$ cat src/hdl/rwcp_pkg.sv
// Shared types and constants for the RIFF/WAVE chunk parser.
package rwcp_pkg;

  // Parse phases of the chunk walker.
  localparam logic [1:0] PH_RIFF = 2'd0;
  localparam logic [1:0] PH_CHDR = 2'd1;
  localparam logic [1:0] PH_BODY = 2'd2;

  // Four-character tags, first byte in the top bits.
  localparam logic [31:0] TAG_RIFF = 32'h5249_4646;
  localparam logic [31:0] TAG_WAVE = 32'h5741_5645;
  localparam logic [31:0] ID_FMT   = 32'h666D_7420;
  localparam logic [31:0] ID_DATA  = 32'h6461_7461;

  // Number of fmt body bytes a capture reads.
  localparam logic [4:0] FMT_LAST_COUNT = 5'd16;

  // Per-word control from the walker to the fmt capture.
  typedef struct packed {
    logic advance;    // word taken past the file header while it is valid
    logic start_fmt;  // a fmt chunk header just completed
    logic clear;      // final word of the buffer: return to reset values
  } rwcp_step_t;

  // Walker state after the current word, as seen by the result logic.
  typedef struct packed {
    logic        hdr_ok;
    logic        in_riff;
    logic        pay_seen;
    logic [31:0] pay_off;
    logic [31:0] pay_decl;
    logic [31:0] pay_rcv;
  } rwcp_view_t;

  // Byte i of a four-character tag, in stream order.
  function automatic logic [7:0] tag_byte(input logic [31:0] tag, input logic [1:0] i);
    logic [7:0] b;
    case (i)
      2'd0:    b = tag[31:24];
      2'd1:    b = tag[23:16];
      2'd2:    b = tag[15:8];
      default: b = tag[7:0];
    endcase
    return b;
  endfunction

endpackage

$ cat src/hdl/rwcp_in_stage.sv
// Input register that holds one buffer word ahead of the parse logic.
module rwcp_in_stage
  import rwcp_pkg::*;
(
  input  logic       clk,
  input  logic       rst_n,
  input  logic       in_valid,
  output logic       in_ready,
  input  logic [7:0] in_data_byte,
  input  logic       in_last_byte,
  input  logic       take,
  output logic       held_valid,
  output logic [7:0] held_byte,
  output logic       held_last
);

  logic       vld_r;
  logic [7:0] byte_r;
  logic       last_r;

  // The register frees up in the same cycle its word is consumed.
  assign in_ready = !vld_r || take;

  always_ff @(posedge clk) begin
    if (!rst_n) begin
      vld_r <= 1'b0;
    end else if (in_valid && in_ready) begin
      vld_r <= 1'b1;
    end else if (take) begin
      vld_r <= 1'b0;
    end
  end

  // Payload needs no reset.
  always_ff @(posedge clk) begin
    if (in_valid && in_ready) begin
      byte_r <= in_data_byte;
      last_r <= in_last_byte;
    end
  end

  assign held_valid = vld_r;
  assign held_byte  = byte_r;
  assign held_last  = last_r;

endmodule

$ cat src/hdl/rwcp_walker.sv
// Header check, chunk header walk, body skip and data chunk tracking.
module rwcp_walker
  import rwcp_pkg::*;
#(
  parameter int OFFSET_WIDTH = 32
) (
  input  logic       clk,
  input  logic       rst_n,
  input  logic       step_en,
  input  logic [7:0] step_byte,
  input  logic       step_last,
  output rwcp_step_t step,
  output rwcp_view_t view
);

  localparam logic [OFFSET_WIDTH-1:0] POS_MAX = '1;

  logic [OFFSET_WIDTH-1:0] pos_r, pos_nxt;
  logic [1:0]              phase_r, phase_nxt;
  logic                    hdr_ok_r, hdr_ok_nxt;
  logic [31:0]             id_r, id_nxt;
  logic [31:0]             size_r, size_nxt;
  logic [32:0]             body_r, body_nxt;
  logic [2:0]              hcnt_r, hcnt_nxt;
  logic [OFFSET_WIDTH-1:0] off_r, off_nxt;
  logic [31:0]             decl_r, decl_nxt;
  logic [OFFSET_WIDTH-1:0] rcv_r, rcv_nxt;
  logic                    seen_r, seen_nxt;
  logic                    advance, start_fmt;
  logic [1:0]              tag_idx;
  logic [32:0]             body_dec;

  assign tag_idx = pos_r[1:0];

  // Per-word update, written in the order the stream is interpreted.
  always_comb begin
    pos_nxt    = pos_r;
    phase_nxt  = phase_r;
    hdr_ok_nxt = hdr_ok_r;
    id_nxt     = id_r;
    size_nxt   = size_r;
    body_nxt   = body_r;
    hcnt_nxt   = hcnt_r;
    off_nxt    = off_r;
    decl_nxt   = decl_r;
    rcv_nxt    = rcv_r;
    seen_nxt   = seen_r;
    advance    = 1'b0;
    start_fmt  = 1'b0;
    body_dec   = body_r - 33'd1;

    if (step_en) begin
      if (pos_r != POS_MAX) begin
        pos_nxt = pos_r + 1'b1;
      end

      if (phase_r == PH_RIFF) begin
        // The file header occupies positions 0 to 11, so four bits index it.
        if (pos_r[3:2] == 2'd0 && step_byte != tag_byte(TAG_RIFF, tag_idx)) begin
          hdr_ok_nxt = 1'b0;
        end
        if (pos_r[3:2] == 2'd2 && step_byte != tag_byte(TAG_WAVE, tag_idx)) begin
          hdr_ok_nxt = 1'b0;
        end
        if (pos_r[3:0] >= 4'd11) begin
          phase_nxt = PH_CHDR;
        end
      end else if (hdr_ok_r) begin
        advance = 1'b1;
        if (seen_r && rcv_r != POS_MAX) begin
          rcv_nxt = rcv_r + 1'b1;
        end

        if (phase_r == PH_BODY) begin
          // Skip the body; a nonzero count is kept in this phase.
          if (body_r != 33'd0) begin
            body_nxt = body_dec;
          end
          if (body_nxt == 33'd0) begin
            phase_nxt = PH_CHDR;
          end
        end else begin
          // Four id bytes, then a little-endian size.
          if (!hcnt_r[2]) begin
            id_nxt = {id_r[23:0], step_byte};
          end else begin
            size_nxt = {step_byte, size_r[31:8]};
          end
          hcnt_nxt = hcnt_r + 1'b1;
          if (hcnt_r == 3'd7) begin
            if (id_nxt == ID_FMT) begin
              start_fmt = 1'b1;
            end else if (id_nxt == ID_DATA) begin
              off_nxt  = pos_nxt;
              decl_nxt = size_nxt;
              rcv_nxt  = '0;
              seen_nxt = 1'b1;
            end
            // Odd sizes carry one pad byte.
            body_nxt  = {1'b0, size_nxt} + {32'd0, size_nxt[0]};
            phase_nxt = (body_nxt == 33'd0) ? PH_CHDR : PH_BODY;
          end
        end
      end
    end
  end

  // Values after this word, before the end-of-buffer clear.
  assign view.hdr_ok   = hdr_ok_nxt;
  assign view.in_riff  = (phase_nxt == PH_RIFF);
  assign view.pay_seen = seen_nxt;
  assign view.pay_off  = 32'(off_nxt);
  assign view.pay_decl = decl_nxt;
  assign view.pay_rcv  = 32'(rcv_nxt);

  assign step.advance   = advance;
  assign step.start_fmt = start_fmt;
  assign step.clear     = step_en && step_last;

  // State registers; the final word of a buffer returns them to reset.
  always_ff @(posedge clk) begin
    if (!rst_n || (step_en && step_last)) begin
      pos_r    <= '0;
      phase_r  <= PH_RIFF;
      hdr_ok_r <= 1'b1;
      id_r     <= '0;
      size_r   <= '0;
      body_r   <= '0;
      hcnt_r   <= '0;
      off_r    <= '0;
      decl_r   <= '0;
      rcv_r    <= '0;
      seen_r   <= 1'b0;
    end else begin
      pos_r    <= pos_nxt;
      phase_r  <= phase_nxt;
      hdr_ok_r <= hdr_ok_nxt;
      id_r     <= id_nxt;
      size_r   <= size_nxt;
      body_r   <= body_nxt;
      hcnt_r   <= hcnt_nxt;
      off_r    <= off_nxt;
      decl_r   <= decl_nxt;
      rcv_r    <= rcv_nxt;
      seen_r   <= seen_nxt;
    end
  end

  // The file header phase never outlives its twelve bytes.
  a_riff_pos: assert property (@(posedge clk) disable iff (!rst_n)
    phase_r == PH_RIFF |-> pos_r[OFFSET_WIDTH-1:4] == '0 && pos_r[3:0] <= 4'd11)
    else $error("file header phase past position 11");

  // A body phase always has bytes left to skip.
  a_body_nz: assert property (@(posedge clk) disable iff (!rst_n)
    phase_r == PH_BODY |-> body_r != 33'd0)
    else $error("body phase with empty skip count");

  // A partial chunk header only exists in the chunk header phase.
  a_hcnt_phase: assert property (@(posedge clk) disable iff (!rst_n)
    hcnt_r != 3'd0 |-> phase_r == PH_CHDR)
    else $error("chunk header count outside header phase");

endmodule

$ cat src/hdl/rwcp_fmt_capture.sv
// Two overlapping fmt capture slots and the kept channel count and rate.
module rwcp_fmt_capture
  import rwcp_pkg::*;
(
  input  logic        clk,
  input  logic        rst_n,
  input  rwcp_step_t  step,
  input  logic [7:0]  step_byte,
  output logic [15:0] kept_channels,
  output logic [31:0] kept_rate
);

  logic [4:0]  cnt_r  [2];
  logic [15:0] ch_r   [2];
  logic [31:0] rate_r [2];
  logic [4:0]  cnt_nxt  [2];
  logic [15:0] ch_nxt   [2];
  logic [31:0] rate_nxt [2];
  logic [15:0] kch_r, kch_upd;
  logic [31:0] krate_r, krate_upd;
  logic [4:0]  k;
  logic        sel;

  always_comb begin
    kch_upd   = kch_r;
    krate_upd = krate_r;
    sel       = 1'b0;
    k         = '0;
    for (int s = 0; s < 2; s++) begin
      cnt_nxt[s]  = cnt_r[s];
      ch_nxt[s]   = ch_r[s];
      rate_nxt[s] = rate_r[s];
    end

    if (step.advance) begin
      // Each armed slot takes the byte at its body offset; slot one wins a tie.
      for (int s = 0; s < 2; s++) begin
        if (cnt_r[s] != 5'd0) begin
          k = cnt_r[s] - 5'd1;
          case (k)
            5'd2:    ch_nxt[s][7:0]     = step_byte;
            5'd3:    ch_nxt[s][15:8]    = step_byte;
            5'd4:    rate_nxt[s][7:0]   = step_byte;
            5'd5:    rate_nxt[s][15:8]  = step_byte;
            5'd6:    rate_nxt[s][23:16] = step_byte;
            5'd7:    rate_nxt[s][31:24] = step_byte;
            default: ;
          endcase
          if (cnt_r[s] >= FMT_LAST_COUNT) begin
            kch_upd    = ch_nxt[s];
            krate_upd  = rate_nxt[s];
            cnt_nxt[s] = '0;
          end else begin
            cnt_nxt[s] = cnt_r[s] + 5'd1;
          end
        end
      end

      // A new capture takes a free slot, else the one further along.
      if (step.start_fmt) begin
        if (cnt_nxt[0] == 5'd0) begin
          sel = 1'b0;
        end else if (cnt_nxt[1] == 5'd0) begin
          sel = 1'b1;
        end else begin
          sel = (cnt_nxt[0] >= cnt_nxt[1]) ? 1'b0 : 1'b1;
        end
        cnt_nxt[sel]  = 5'd1;
        ch_nxt[sel]   = '0;
        rate_nxt[sel] = '0;
      end
    end
  end

  // Kept values include a capture that completes on the final word.
  assign kept_channels = kch_upd;
  assign kept_rate     = krate_upd;

  always_ff @(posedge clk) begin
    if (!rst_n || step.clear) begin
      for (int s = 0; s < 2; s++) begin
        cnt_r[s]  <= '0;
        ch_r[s]   <= '0;
        rate_r[s] <= '0;
      end
      kch_r   <= '0;
      krate_r <= '0;
    end else begin
      for (int s = 0; s < 2; s++) begin
        cnt_r[s]  <= cnt_nxt[s];
        ch_r[s]   <= ch_nxt[s];
        rate_r[s] <= rate_nxt[s];
      end
      kch_r   <= kch_upd;
      krate_r <= krate_upd;
    end
  end

  // Slots advance together, so two armed slots never share a count.
  a_slots_apart: assert property (@(posedge clk) disable iff (!rst_n)
    cnt_r[0] != 5'd0 |-> cnt_r[0] != cnt_r[1])
    else $error("fmt capture slots share a count");

endmodule

$ cat src/hdl/riff_wave_chunk_parser.sv
// Top level of the RIFF/WAVE chunk parser with its result register.
//
//  Channel   Ports                                    Dir  Meaning
//  in_       valid, ready, data_byte, last_byte       in   one buffer byte per word
//  out_      valid, ready, parse_ok, rate_hz,         out  one summary word per buffer
//            channel_count, data_offset, data_size
//
// Between the input register and the result register one byte is parsed per cycle
// unless a final byte waits; a summary word is registered as its final byte is taken.
// Reset (rst_n low, synchronous) clears all parse state; the parser is ready at once.
// A final byte waits in the input register while an earlier summary word is not
// taken; other bytes keep flowing. After each final byte all parse state restarts.
module riff_wave_chunk_parser
  import rwcp_pkg::*;
#(
  parameter int OFFSET_WIDTH = 32
) (
  input  logic        clk,
  input  logic        rst_n,
  input  logic        in_valid,
  output logic        in_ready,
  input  logic [7:0]  in_data_byte,
  input  logic        in_last_byte,
  output logic        out_valid,
  input  logic        out_ready,
  output logic        out_parse_ok,
  output logic [31:0] out_rate_hz,
  output logic [15:0] out_channel_count,
  output logic [31:0] out_data_offset,
  output logic [31:0] out_data_size
);

  logic        held_valid, held_last, take, slot_free;
  logic [7:0]  held_byte;
  rwcp_step_t  step;
  rwcp_view_t  view;
  logic [15:0] kept_ch;
  logic [31:0] kept_rate;
  logic        fin_ok;
  logic [31:0] dsize;
  logic        out_valid_r;
  logic        ok_r;
  logic [31:0] rate_r, off_r, size_r;
  logic [15:0] ch_r;

  rwcp_in_stage u_in (
    .clk          (clk),
    .rst_n        (rst_n),
    .in_valid     (in_valid),
    .in_ready     (in_ready),
    .in_data_byte (in_data_byte),
    .in_last_byte (in_last_byte),
    .take         (take),
    .held_valid   (held_valid),
    .held_byte    (held_byte),
    .held_last    (held_last)
  );

  // A final byte needs a free result register; any other byte goes straight on.
  assign slot_free = !out_valid_r || out_ready;
  assign take      = held_valid && (!held_last || slot_free);

  rwcp_walker #(.OFFSET_WIDTH(OFFSET_WIDTH)) u_walk (
    .clk       (clk),
    .rst_n     (rst_n),
    .step_en   (take),
    .step_byte (held_byte),
    .step_last (held_last),
    .step      (step),
    .view      (view)
  );

  rwcp_fmt_capture u_fmt (
    .clk           (clk),
    .rst_n         (rst_n),
    .step          (step),
    .step_byte     (held_byte),
    .kept_channels (kept_ch),
    .kept_rate     (kept_rate)
  );

  // Summary of the buffer; a bad or short file header zeroes every field.
  assign fin_ok = view.hdr_ok && !view.in_riff;
  assign dsize  = !view.pay_seen ? 32'd0 :
                  (view.pay_decl < view.pay_rcv) ? view.pay_decl : view.pay_rcv;

  always_ff @(posedge clk) begin
    if (!rst_n) begin
      out_valid_r <= 1'b0;
    end else if (take && held_last) begin
      out_valid_r <= 1'b1;
    end else if (out_ready) begin
      out_valid_r <= 1'b0;
    end
  end

  always_ff @(posedge clk) begin
    if (take && held_last) begin
      if (fin_ok) begin
        ok_r   <= kept_rate != 32'd0 && kept_ch != 16'd0 && view.pay_seen && dsize != 32'd0;
        rate_r <= kept_rate;
        ch_r   <= kept_ch;
        off_r  <= view.pay_seen ? view.pay_off : 32'd0;
        size_r <= dsize;
      end else begin
        ok_r   <= 1'b0;
        rate_r <= '0;
        ch_r   <= '0;
        off_r  <= '0;
        size_r <= '0;
      end
    end
  end

  assign out_valid         = out_valid_r;
  assign out_parse_ok      = ok_r;
  assign out_rate_hz       = rate_r;
  assign out_channel_count = ch_r;
  assign out_data_offset   = off_r;
  assign out_data_size     = size_r;

  // A good parse always reports nonzero rate, channels and size.
  a_ok_fields: assert property (@(posedge clk) disable iff (!rst_n)
    out_valid_r && ok_r |-> rate_r != 32'd0 && ch_r != 16'd0 && size_r != 32'd0)
    else $error("parse_ok with a zero field");

  // A final byte is never consumed while a summary word is still held.
  a_no_overrun: assert property (@(posedge clk) disable iff (!rst_n)
    out_valid_r && !out_ready |-> !(take && held_last))
    else $error("summary word overwritten");

endmodule
$ cat config.mk
export PLATFORM = sky130hd
export DESIGN_NAME = riff_wave_chunk_parser
export DESIGN_NICKNAME = d
export VERILOG_FILES = /design/src/hdl/rwcp_pkg.sv /design/src/hdl/rwcp_in_stage.sv /design/src/hdl/rwcp_walker.sv /design/src/hdl/rwcp_fmt_capture.sv /design/src/hdl/riff_wave_chunk_parser.sv
export SDC_FILE = /design/constraint.sdc
export NUM_CORES = 1
export LEC_CHECK = 0
export ABC_AREA = 0
export ABC_CLOCK_PERIOD_IN_PS = 13500
export BUFFER_PORTS_ARGS = -buffer_cell sky130_fd_sc_hd__buf_2
export CORE_ASPECT_RATIO = 2
export CORE_UTILIZATION = 67
export CTS_CLUSTER_DIAMETER = 40
export DETAILED_ROUTE_END_ITERATION = 10
export PLACE_DENSITY = 0.88
export SYNTH_ARGS = -nofsm -noshare
export SYNTH_HDL_FRONTEND = slang
export SYNTH_HIERARCHICAL = 1
export SYNTH_SLANG_ARGS = --single-unit
$ cat constraint.sdc
create_clock -name clk -period 13.5 [get_ports clk]
set_input_delay 2.025 -clock clk [delete_from_list [all_inputs] [get_ports clk]]
set_output_delay 2.025 -clock clk [all_outputs]
set_load 0.02 [all_outputs]
==> results of run 1 <==
## metal layers
metal  track usage [%]  part of all wire [%]  wire (µm)  vias up
met4             37.21                    10       8515        4
met2             67.81                    49      40440     1395
met5                 0                 0.038         31        -
met1             39.83                    32      26460    11560
met3             9.077                   7.7       6302      527
li1                  -                     -          -    11030
## area by class of cell
type	count	area [µm²]	share of cell area (%)
multi-input cells	2259	14350	49.09
inverters	58	217.7	0.7448
flip-flops and latches	510	11430	39.12
clock inverters	21	244.0	0.8347
repair buffers	171	965.9	3.305
clock buffers	68	1359	4.649
well taps	525	656.9	2.247
diodes	1	2.502	0.008561
## path summary, 6_finish.rpt
kind,startpoint,endpoint,slack [ps],cells past startpoint
setup / recovery,out_ready,out_data_size[10],5970,21
hold / removal,u_walk/id_r[27],u_walk/id_r[27],450,2
setup reg to reg,u_walk/hcnt_r[2],out_parse_ok,6720,17
hold reg to reg,u_walk/id_r[27],u_walk/id_r[27],450,2
## registers in the layout, summed over array words and instances (netlist names), 32 cells and up
signal,cells
out_rate_hz,32
u_walk/decl_r,32
u_fmt/krate_r,32
u_walk/body_r,33
u_fmt/rate_r,64
u_walk/id_r,32
u_fmt/ch_r,32
out_data_offset,32
u_walk/rcv_r,32
u_walk/size_r,32
u_walk/off_r,32
out_data_size,32
u_walk/pos_r,32
## tightest hold or removal path: stages, from the launching register on
cell and delay, ps:
dfxtp_1 310, nand2_1 50, a21oi_1 50
## per-stage QoR
stage	setup slack [ps]	power, mW
final	5970	3.089
after global routing	5763	3.165
after CTS	6225	3.098
after detailed placement	5674	1.730
after global placement	5852	1.728
after floorplan	7084	1.688
## Yosys cell counts, types with 15 or more instances
master / instances
o31ai_1: 17
a21oi_1: 137
nor3_1: 60
inv_1: 55
xnor2_1: 55
o2bb2ai_1: 24
edfxtp_1: 122
buf_4: 15
nand4b_1: 16
a311oi_1: 25
clkbuf_1: 167
a31oi_1: 73
nor2_1: 243
buf_2: 23
or3_1: 22
nand2_1: 436
nand4_1: 84
o21ai_0: 129
a211oi_1: 37
and3_1: 53
a22o_1: 20
mux2i_1: 107
and2_1: 145
nand3b_1: 24
xor2_1: 59
nor4_1: 54
nand3_1: 79
nand3_2: 20
a22oi_1: 24
dfxtp_1: 388
ha_1: 61
nand2b_1: 22
a32o_1: 42
## cell families (layout without fill, tap and decap cells)
| family | Yosys count | count (layout) | synth area share, % |
|---|---|---|---|
| other cells | 0 | 1 | 0 |
| xor+xnor | 114 | 114 | 3.691 |
| mux | 117 | 117 | 4.482 |
| buf+inv | 289 | 318 | 4.945 |
| fa+ha+maj | 61 | 61 | 2.822 |
| compound gates | 626 | 626 | 16.06 |
| simple gates | 1341 | 1341 | 25.74 |
| flops | 510 | 510 | 42.26 |
## report_power, final
part / switching [mW] / internal, mW / leakage [nW]
sequential: 0.00833 / 1.58 / 4.14
combinational: 0.0890 / 0.0236 / 4.99
clock: 0.604 / 0.785 / 0.786
==> summary.txt, run 1 <==
Clock network
  – Clk sinks: 510
  – Cts bufs inserted: 48
  – H-tree depth: 2
  – TritonCTS clock tree: yes
  – Clk root buf: clkbuf_16
  – Worst skew pair latency: 590 ps
  – Cts repair resizes: 0
  – Clk buf depth: 3
  – Post-CTS Setup Inserts: 0
  – Cts hold-fix bufs: 0
  – Clock transition at the registers of the reported paths: 70 ps

Worst setup path
  – Cell family with most CP delay: compound AO/OA/AOI/OAI gates
  – Max stage delay cell, worst path: a311oi_2
  – CP Cell Sequence: buf_2 -> nor2b_1 -> a21boi_2 -> buf_4 -> nand2_1 -> or2_2 -> a311oi_2 -> and3_1 -> and3_1 -> nand2_1 -> xor2_1 -> nor2_1 -> inv_1 -> ha_1 -> a21o_1 -> a221o_1 -> a221oi_2 -> o21ai_2 -> a21oi_4 -> buf_4 -> mux2i_1
  – Worst Setup End Kind: register
  – Worst Path Buf+Inv: 4
  – Critical Path AT: 7910 ps
  – Critical path class: in2reg
  – Req. time, crit path: 13880 ps
  – CP Launch Type: primary input
  – CP max stage delay: 980 ps
  – Crit path max fanout: 28

Placed design
  – GP Congestion: 0.9962
  – Port Buffer Count: 127
  – Dpl cells: 3523
  – Post-DP HPWL: 55190 µm
  – DP Area: 27620 µm²

Floorplanning
  – DIE WIDTH: 144.1 µm
  – Placement Rows: 103
  – Core area: 39690 µm²
  – IO Pins: 128
  – Die Y: 286.2 µm
  – DIE AREA: 41230 µm²
  – Starting density of the core: 68.14%

STA
  – Final hold vios: 0
  – Clk_skew: 20.80 ps
  – Shortest period the worst path allows: 7530 ps
  – Tcrit/Tclk final: 55.78%
  – Fin. max-slew vios: 0
  – RSZ-0062 raised after global routing: false
  – Fmax: 132.8 MHz
  – Worst Max-Slew Pin Slew: 1467 ps
  – WHS: 454.8 ps
  – Slew headroom: 1.137%
  – Final setup fails: 0
  – Setup TNS: 0 ps

Drt
  – Final ANT Viol Nets: 0
  – DR WL/cell: 22.63 µm
  – First drt pass iteration count: 9
  – DRC: 0
  – Vias per inst: 6.785
  – Routed WL: 81760 µm
  – Starting DRT DRC Count: 2138
  – Via count: 24520

Cells and area
  – Non-Filler Instances: 3613
  – Commonest non-fill, non-tap cells in the layout: 435 x nand2_1, 387 x dfxtp_1, 240 x nor2_1
  – Fill count: 2940
  – Post-layout util: 73.64%
  – Share of layout cells above drive strength 1: 11.14%
  – Area delta synth->final: 8.063%
  – Commonest non-fill, non-tap cell in the layout: nand2_1
  – # nets final: 3122
  – Final Cell Area: 29230 µm²

Job
  – MaxCap Viol Count: 1

Synthesis
  – Netlist cell types: 109
  – Synth Instances: 3058
  – EDFF count, synth: 122
  – Yosys reg bits: 510
  – Syn Area/Cell: 8.845 µm²
  – Yosys warns: 6
  – Ys async rst share: 0%
  – Synthesized cell area: 27050 µm²
  – Ys flop type: dfxtp_1
  – Most area-consuming cells after synthesis: dfxtp_1 29%, edfxtp_1 14%, nand2_1 6.1%, mux2i_1 4.0%, nor2_1 3.4%
  – Yosys top cell by area: dfxtp_1
  – Share of the synthesized area in the top cell type: 28.72%
  – Syn_nets: 3132
  – Sequential area share after synthesis: 42.26%

Status
  – Failing checks: capacitance limit
  – Status: complete, but fails checks

Pwr
  – VDD IR max: 0.1232 mV
  – Power Dens Cells: 105.7 nW/µm²
  – Leakage: 9.907 nW

Global route
  – Gr usage total: 40.01%
  – First-pass GRT wire length: 127600 µm
  – Grt ovf: 0
  – Initial antenna violation count: 3
  – Vias in the first global route: 24080
  – Largest net degree at the start of global routing: 109

Hold path
  – Hold Crit Class: reg2reg
Power figures use the tool's default switching activity.
==> inputs of run 2 (changes only) <==
--- a/config.mk
+++ b/config.mk
@@ -6,13 +6,13 @@
 export NUM_CORES = 1
 export LEC_CHECK = 0
 export ABC_AREA = 0
-export ABC_CLOCK_PERIOD_IN_PS = 13500
+export ABC_CLOCK_PERIOD_IN_PS = 6500
 export BUFFER_PORTS_ARGS = -buffer_cell sky130_fd_sc_hd__buf_2
 export CORE_ASPECT_RATIO = 2
-export CORE_UTILIZATION = 67
+export CORE_UTILIZATION = 56
 export CTS_CLUSTER_DIAMETER = 40
 export DETAILED_ROUTE_END_ITERATION = 10
-export PLACE_DENSITY = 0.88
+export PLACE_DENSITY = 0.79
 export SYNTH_ARGS = -nofsm -noshare
 export SYNTH_HDL_FRONTEND = slang
 export SYNTH_HIERARCHICAL = 1
==> constraint.sdc (replaced) <==
create_clock -name clk -period 6.5 [get_ports clk]
set_input_delay 0.975 -clock clk [delete_from_list [all_inputs] [get_ports clk]]
set_output_delay 0.975 -clock clk [all_outputs]
set_load 0.02 [all_outputs]
==> run 2 against run 1 <==
The flow now finishes without violations. Setup slack got worse by 5200 ps. Clock-buffer cell count decreased by 8. Cell area increased by 2.1%. Largest cell class unchanged. Largest power group unchanged.
==> summary.txt, run 2 (synthesized netlist as in run 1, its figures left out) <==
Status
  – Status: completed (was complete, but fails checks)

Global route
  – Initial antenna violation count: 2 (was 3)
  – First-pass GRT wire length: 131500 µm (was 127600 µm)
  – Largest net degree at the start of global routing: 97 (was 109)
  – Grt ovf: 0 (unchanged)
  – Vias in the first global route: 23690 (was 24080)
  – Gr usage total: 34.73% (was 40.01%)

Worst setup path
  – Most frequent CP cell: o21ai_0
  – Crit path from: u_walk/hcnt_r[2] (was out_ready)
  – CP Launch Type: register (was primary input)
  – Cell family with most CP delay: simple AND/OR/NAND/NOR gates (was compound AO/OA/AOI/OAI gates)
  – Critical path class: reg2reg (was in2reg)
  – R2r startpoint: u_walk/hcnt_r[2] (unchanged)
  – Worst Setup End Kind: register (unchanged)
  – Crit path max fanout: 36 (was 28)
  – Worst Path Buf+Inv: 2 (was 4)
  – CP max stage delay: 860 ps (was 980 ps)
  – Req. time, crit path: 6830 ps (was 13880 ps)
  – CP Cell Sequence: or4bb_1 -> o21ai_0 -> nand4_1 -> nand3b_1 -> or3_2 -> buf_4 -> o21ai_0 -> ha_1 -> a21oi_1 -> o21ai_0 -> a221oi_1 -> o21ai_2 -> a21oi_4 -> buf_4 -> mux2i_1 (was buf_2 -> nor2b_1 -> a21boi_2 -> buf_4 -> nand2_1 -> or2_2 -> a311oi_2 -> and3_1 -> and3_1 -> nand2_1 -> xor2_1 -> nor2_1 -> inv_1 -> ha_1 -> a21o_1 -> a221o_1 -> a221oi_2 -> o21ai_2 -> a21oi_4 -> buf_4 -> mux2i_1)
  – Max stage delay cell, worst path: or3_2 (was a311oi_2)
  – Critical Path AT: 6110 ps (was 7910 ps)

Clock network
  – Clk root buf: clkbuf_16 (unchanged)
  – Cts repair resizes: 0 (unchanged)
  – Post-CTS Setup Inserts: 0 (unchanged)
  – Cts bufs inserted: 51 (was 48)
  – TritonCTS clock tree: yes (unchanged)
  – H-tree depth: 2 (unchanged)
  – Cts hold-fix bufs: 0 (unchanged)
  – Clk buf depth: 3 (unchanged)
  – Worst skew pair latency: 620 ps (was 590 ps)
  – Clk sinks: 510 (unchanged)
  – Clock transition at the registers of the reported paths: 60 ps (was 70 ps)

Pwr
  – Final Power: 6.706 mW (was 3.089 mW)
  – Power Dens Cells: 224.7 nW/µm² (was 105.7 nW/µm²)
  – Leakage: 10.16 nW (was 9.907 nW)
  – VDD IR max: 0.2275 mV (was 0.1232 mV)

Drt
  – Vias per inst: 6.401 (was 6.785)
  – First drt pass iteration count: 6 (was 9)
  – DR WL/cell: 22.75 µm (was 22.63 µm)
  – Starting DRT DRC Count: 1834 (was 2138)
  – Routed WL: 85490 µm (was 81760 µm)
  – DRC: 0 (unchanged)
  – Via count: 24050 (was 24520)
  – Final ANT Viol Nets: 0 (unchanged)

Placed design
  – Port Buffer Count: 127 (unchanged)
  – Dpl cells: 3662 (was 3523)
  – Post-DP HPWL: 60400 µm (was 55190 µm)
  – Pre-CTS setup slack: 624.4 ps (was 5674 ps)
  – GP Congestion: 0.9444 (was 0.9962)
  – DP Area: 28050 µm² (was 27620 µm²)

Cells and area
  – Max FFs per register: 64 (unchanged)
  – Final Cell Area: 29850 µm² (was 29230 µm²)
  – Reg with most FFs: u_fmt/rate_r (unchanged)
  – Area delta synth->final: 10.36% (was 8.063%)
  – Non-Filler Instances: 3757 (was 3613)
  – Share of layout cells above drive strength 1: 12.38% (was 11.14%)
  – Commonest non-fill, non-tap cells in the layout: 435 x nand2_1, 387 x dfxtp_1, 240 x nor2_1 (unchanged)
  – Commonest non-fill, non-tap cell in the layout: nand2_1 (unchanged)
  – Largest regs: u_fmt/rate_r: 64 flops, u_walk/body_r: 33 flops (unchanged)
  – Post-layout util: 62.65% (was 73.64%)
  – # nets final: 3157 (was 3122)
  – N_diodes: 0 (was 1)

STA
  – Worst setup margin: 722.3 ps (was 5970 ps)
  – Tcrit/Tclk final: 88.89%
  – RSZ-0062 raised after global routing: false (unchanged)
  – Fmax: 173.1 MHz
  – Shortest period the worst path allows: 5778 ps
  – Slew headroom: 11.56% (was 1.137%)
  – Worst Max-Slew Pin Slew: 1315 ps (was 1467 ps)
  – Clk_skew: 30.21 ps (was 20.80 ps)
  – Setup TNS: 0 ps (unchanged)
  – Fin. max-slew vios: 0 (unchanged)
  – Final hold vios: 0 (unchanged)
  – Final setup fails: 0 (unchanged)
  – WHS: 453.2 ps (was 454.8 ps)

Floorplanning
  – DIE AREA: 49240 µm² (was 41230 µm²)
  – Die Y: 312.8 µm (was 286.2 µm)
  – Starting density of the core: 56.77% (was 68.14%)
  – DIE WIDTH: 157.4 µm (was 144.1 µm)
  – IO Pins: 128 (unchanged)
  – Placement Rows: 113 (was 103)
  – Core area: 47650 µm² (was 39690 µm²)

Hold path
  – Hold Crit Class: reg2reg (unchanged)
  – Hold wc startpoint: u_fmt/rate_r[0][26] (was u_walk/id_r[27])

Job
  – MaxCap Viol Count: 0 (was 1)
## run 2: cell count changes in the layout (fill, tap and decap cells not counted), sizes merged
cell / previous run / this run
buf: 171 / 203
bufinv: 4 / 6
clkbuf: 68 / 60
clkinv: 13 / 15
clkinvlp: 2 / 7
diode: 1 / 0
inv: 60 / 65
## run 2: routing by layer
| metal | global-route usage, % | wire length [µm] | vias to the layer above |
|---|---|---|---|
| li1 | - | - | 11110 |
| met1 | 35.08 | 28700 | 11530 |
| met2 | 62.41 | 44580 | 1021 |
| met3 | 5.309 | 4901 | 382 |
| met4 | 27.67 | 7277 | 4 |
| met5 | 0 | 27 | - |
## run 2: final timing paths
kind	endpoint	slack [ps]	cells past startpoint
max	out_data_size[14]	720	15
min reg2reg	u_fmt/rate_r[0][26]	450	2
min	u_fmt/rate_r[0][26]	450	2
max reg2reg	out_data_size[14]	720	15
## run 2: layout make-up
class	count	area (µm²)
Sequential cell	510	11430
Clock buffer	60	1373
Inverter	58	217.7
Multi-Input combinational cell	2259	14350
Timing Repair Buffer	203	1256
Fill cell	4054	17800
Clock inverter	35	427.9
Tap cell	632	790.8
## run 2: report_power, final
group / total, mW / switching (mW) / internal [mW]
sequential: 3.30 / 0.0227 / 3.28
combinational: 0.236 / 0.187 / 0.0490
clock: 3.17 / 1.38 / 1.78
total: 6.71 / 1.59 / 5.11
## run 2: worst reg2reg max path, delay by kind of cell (launching register included)
| family | cells | cell delay, ps |
|---|---|---|
| AOI/OAI and AO/OA | 7 | 1750 |
| adders and majority gates | 1 | 340 |
| buffers and inverters | 2 | 800 |
| DFF | 1 | 500 |
| muxes | 1 | 170 |
| and+or+nand+nor | 4 | 1950 |
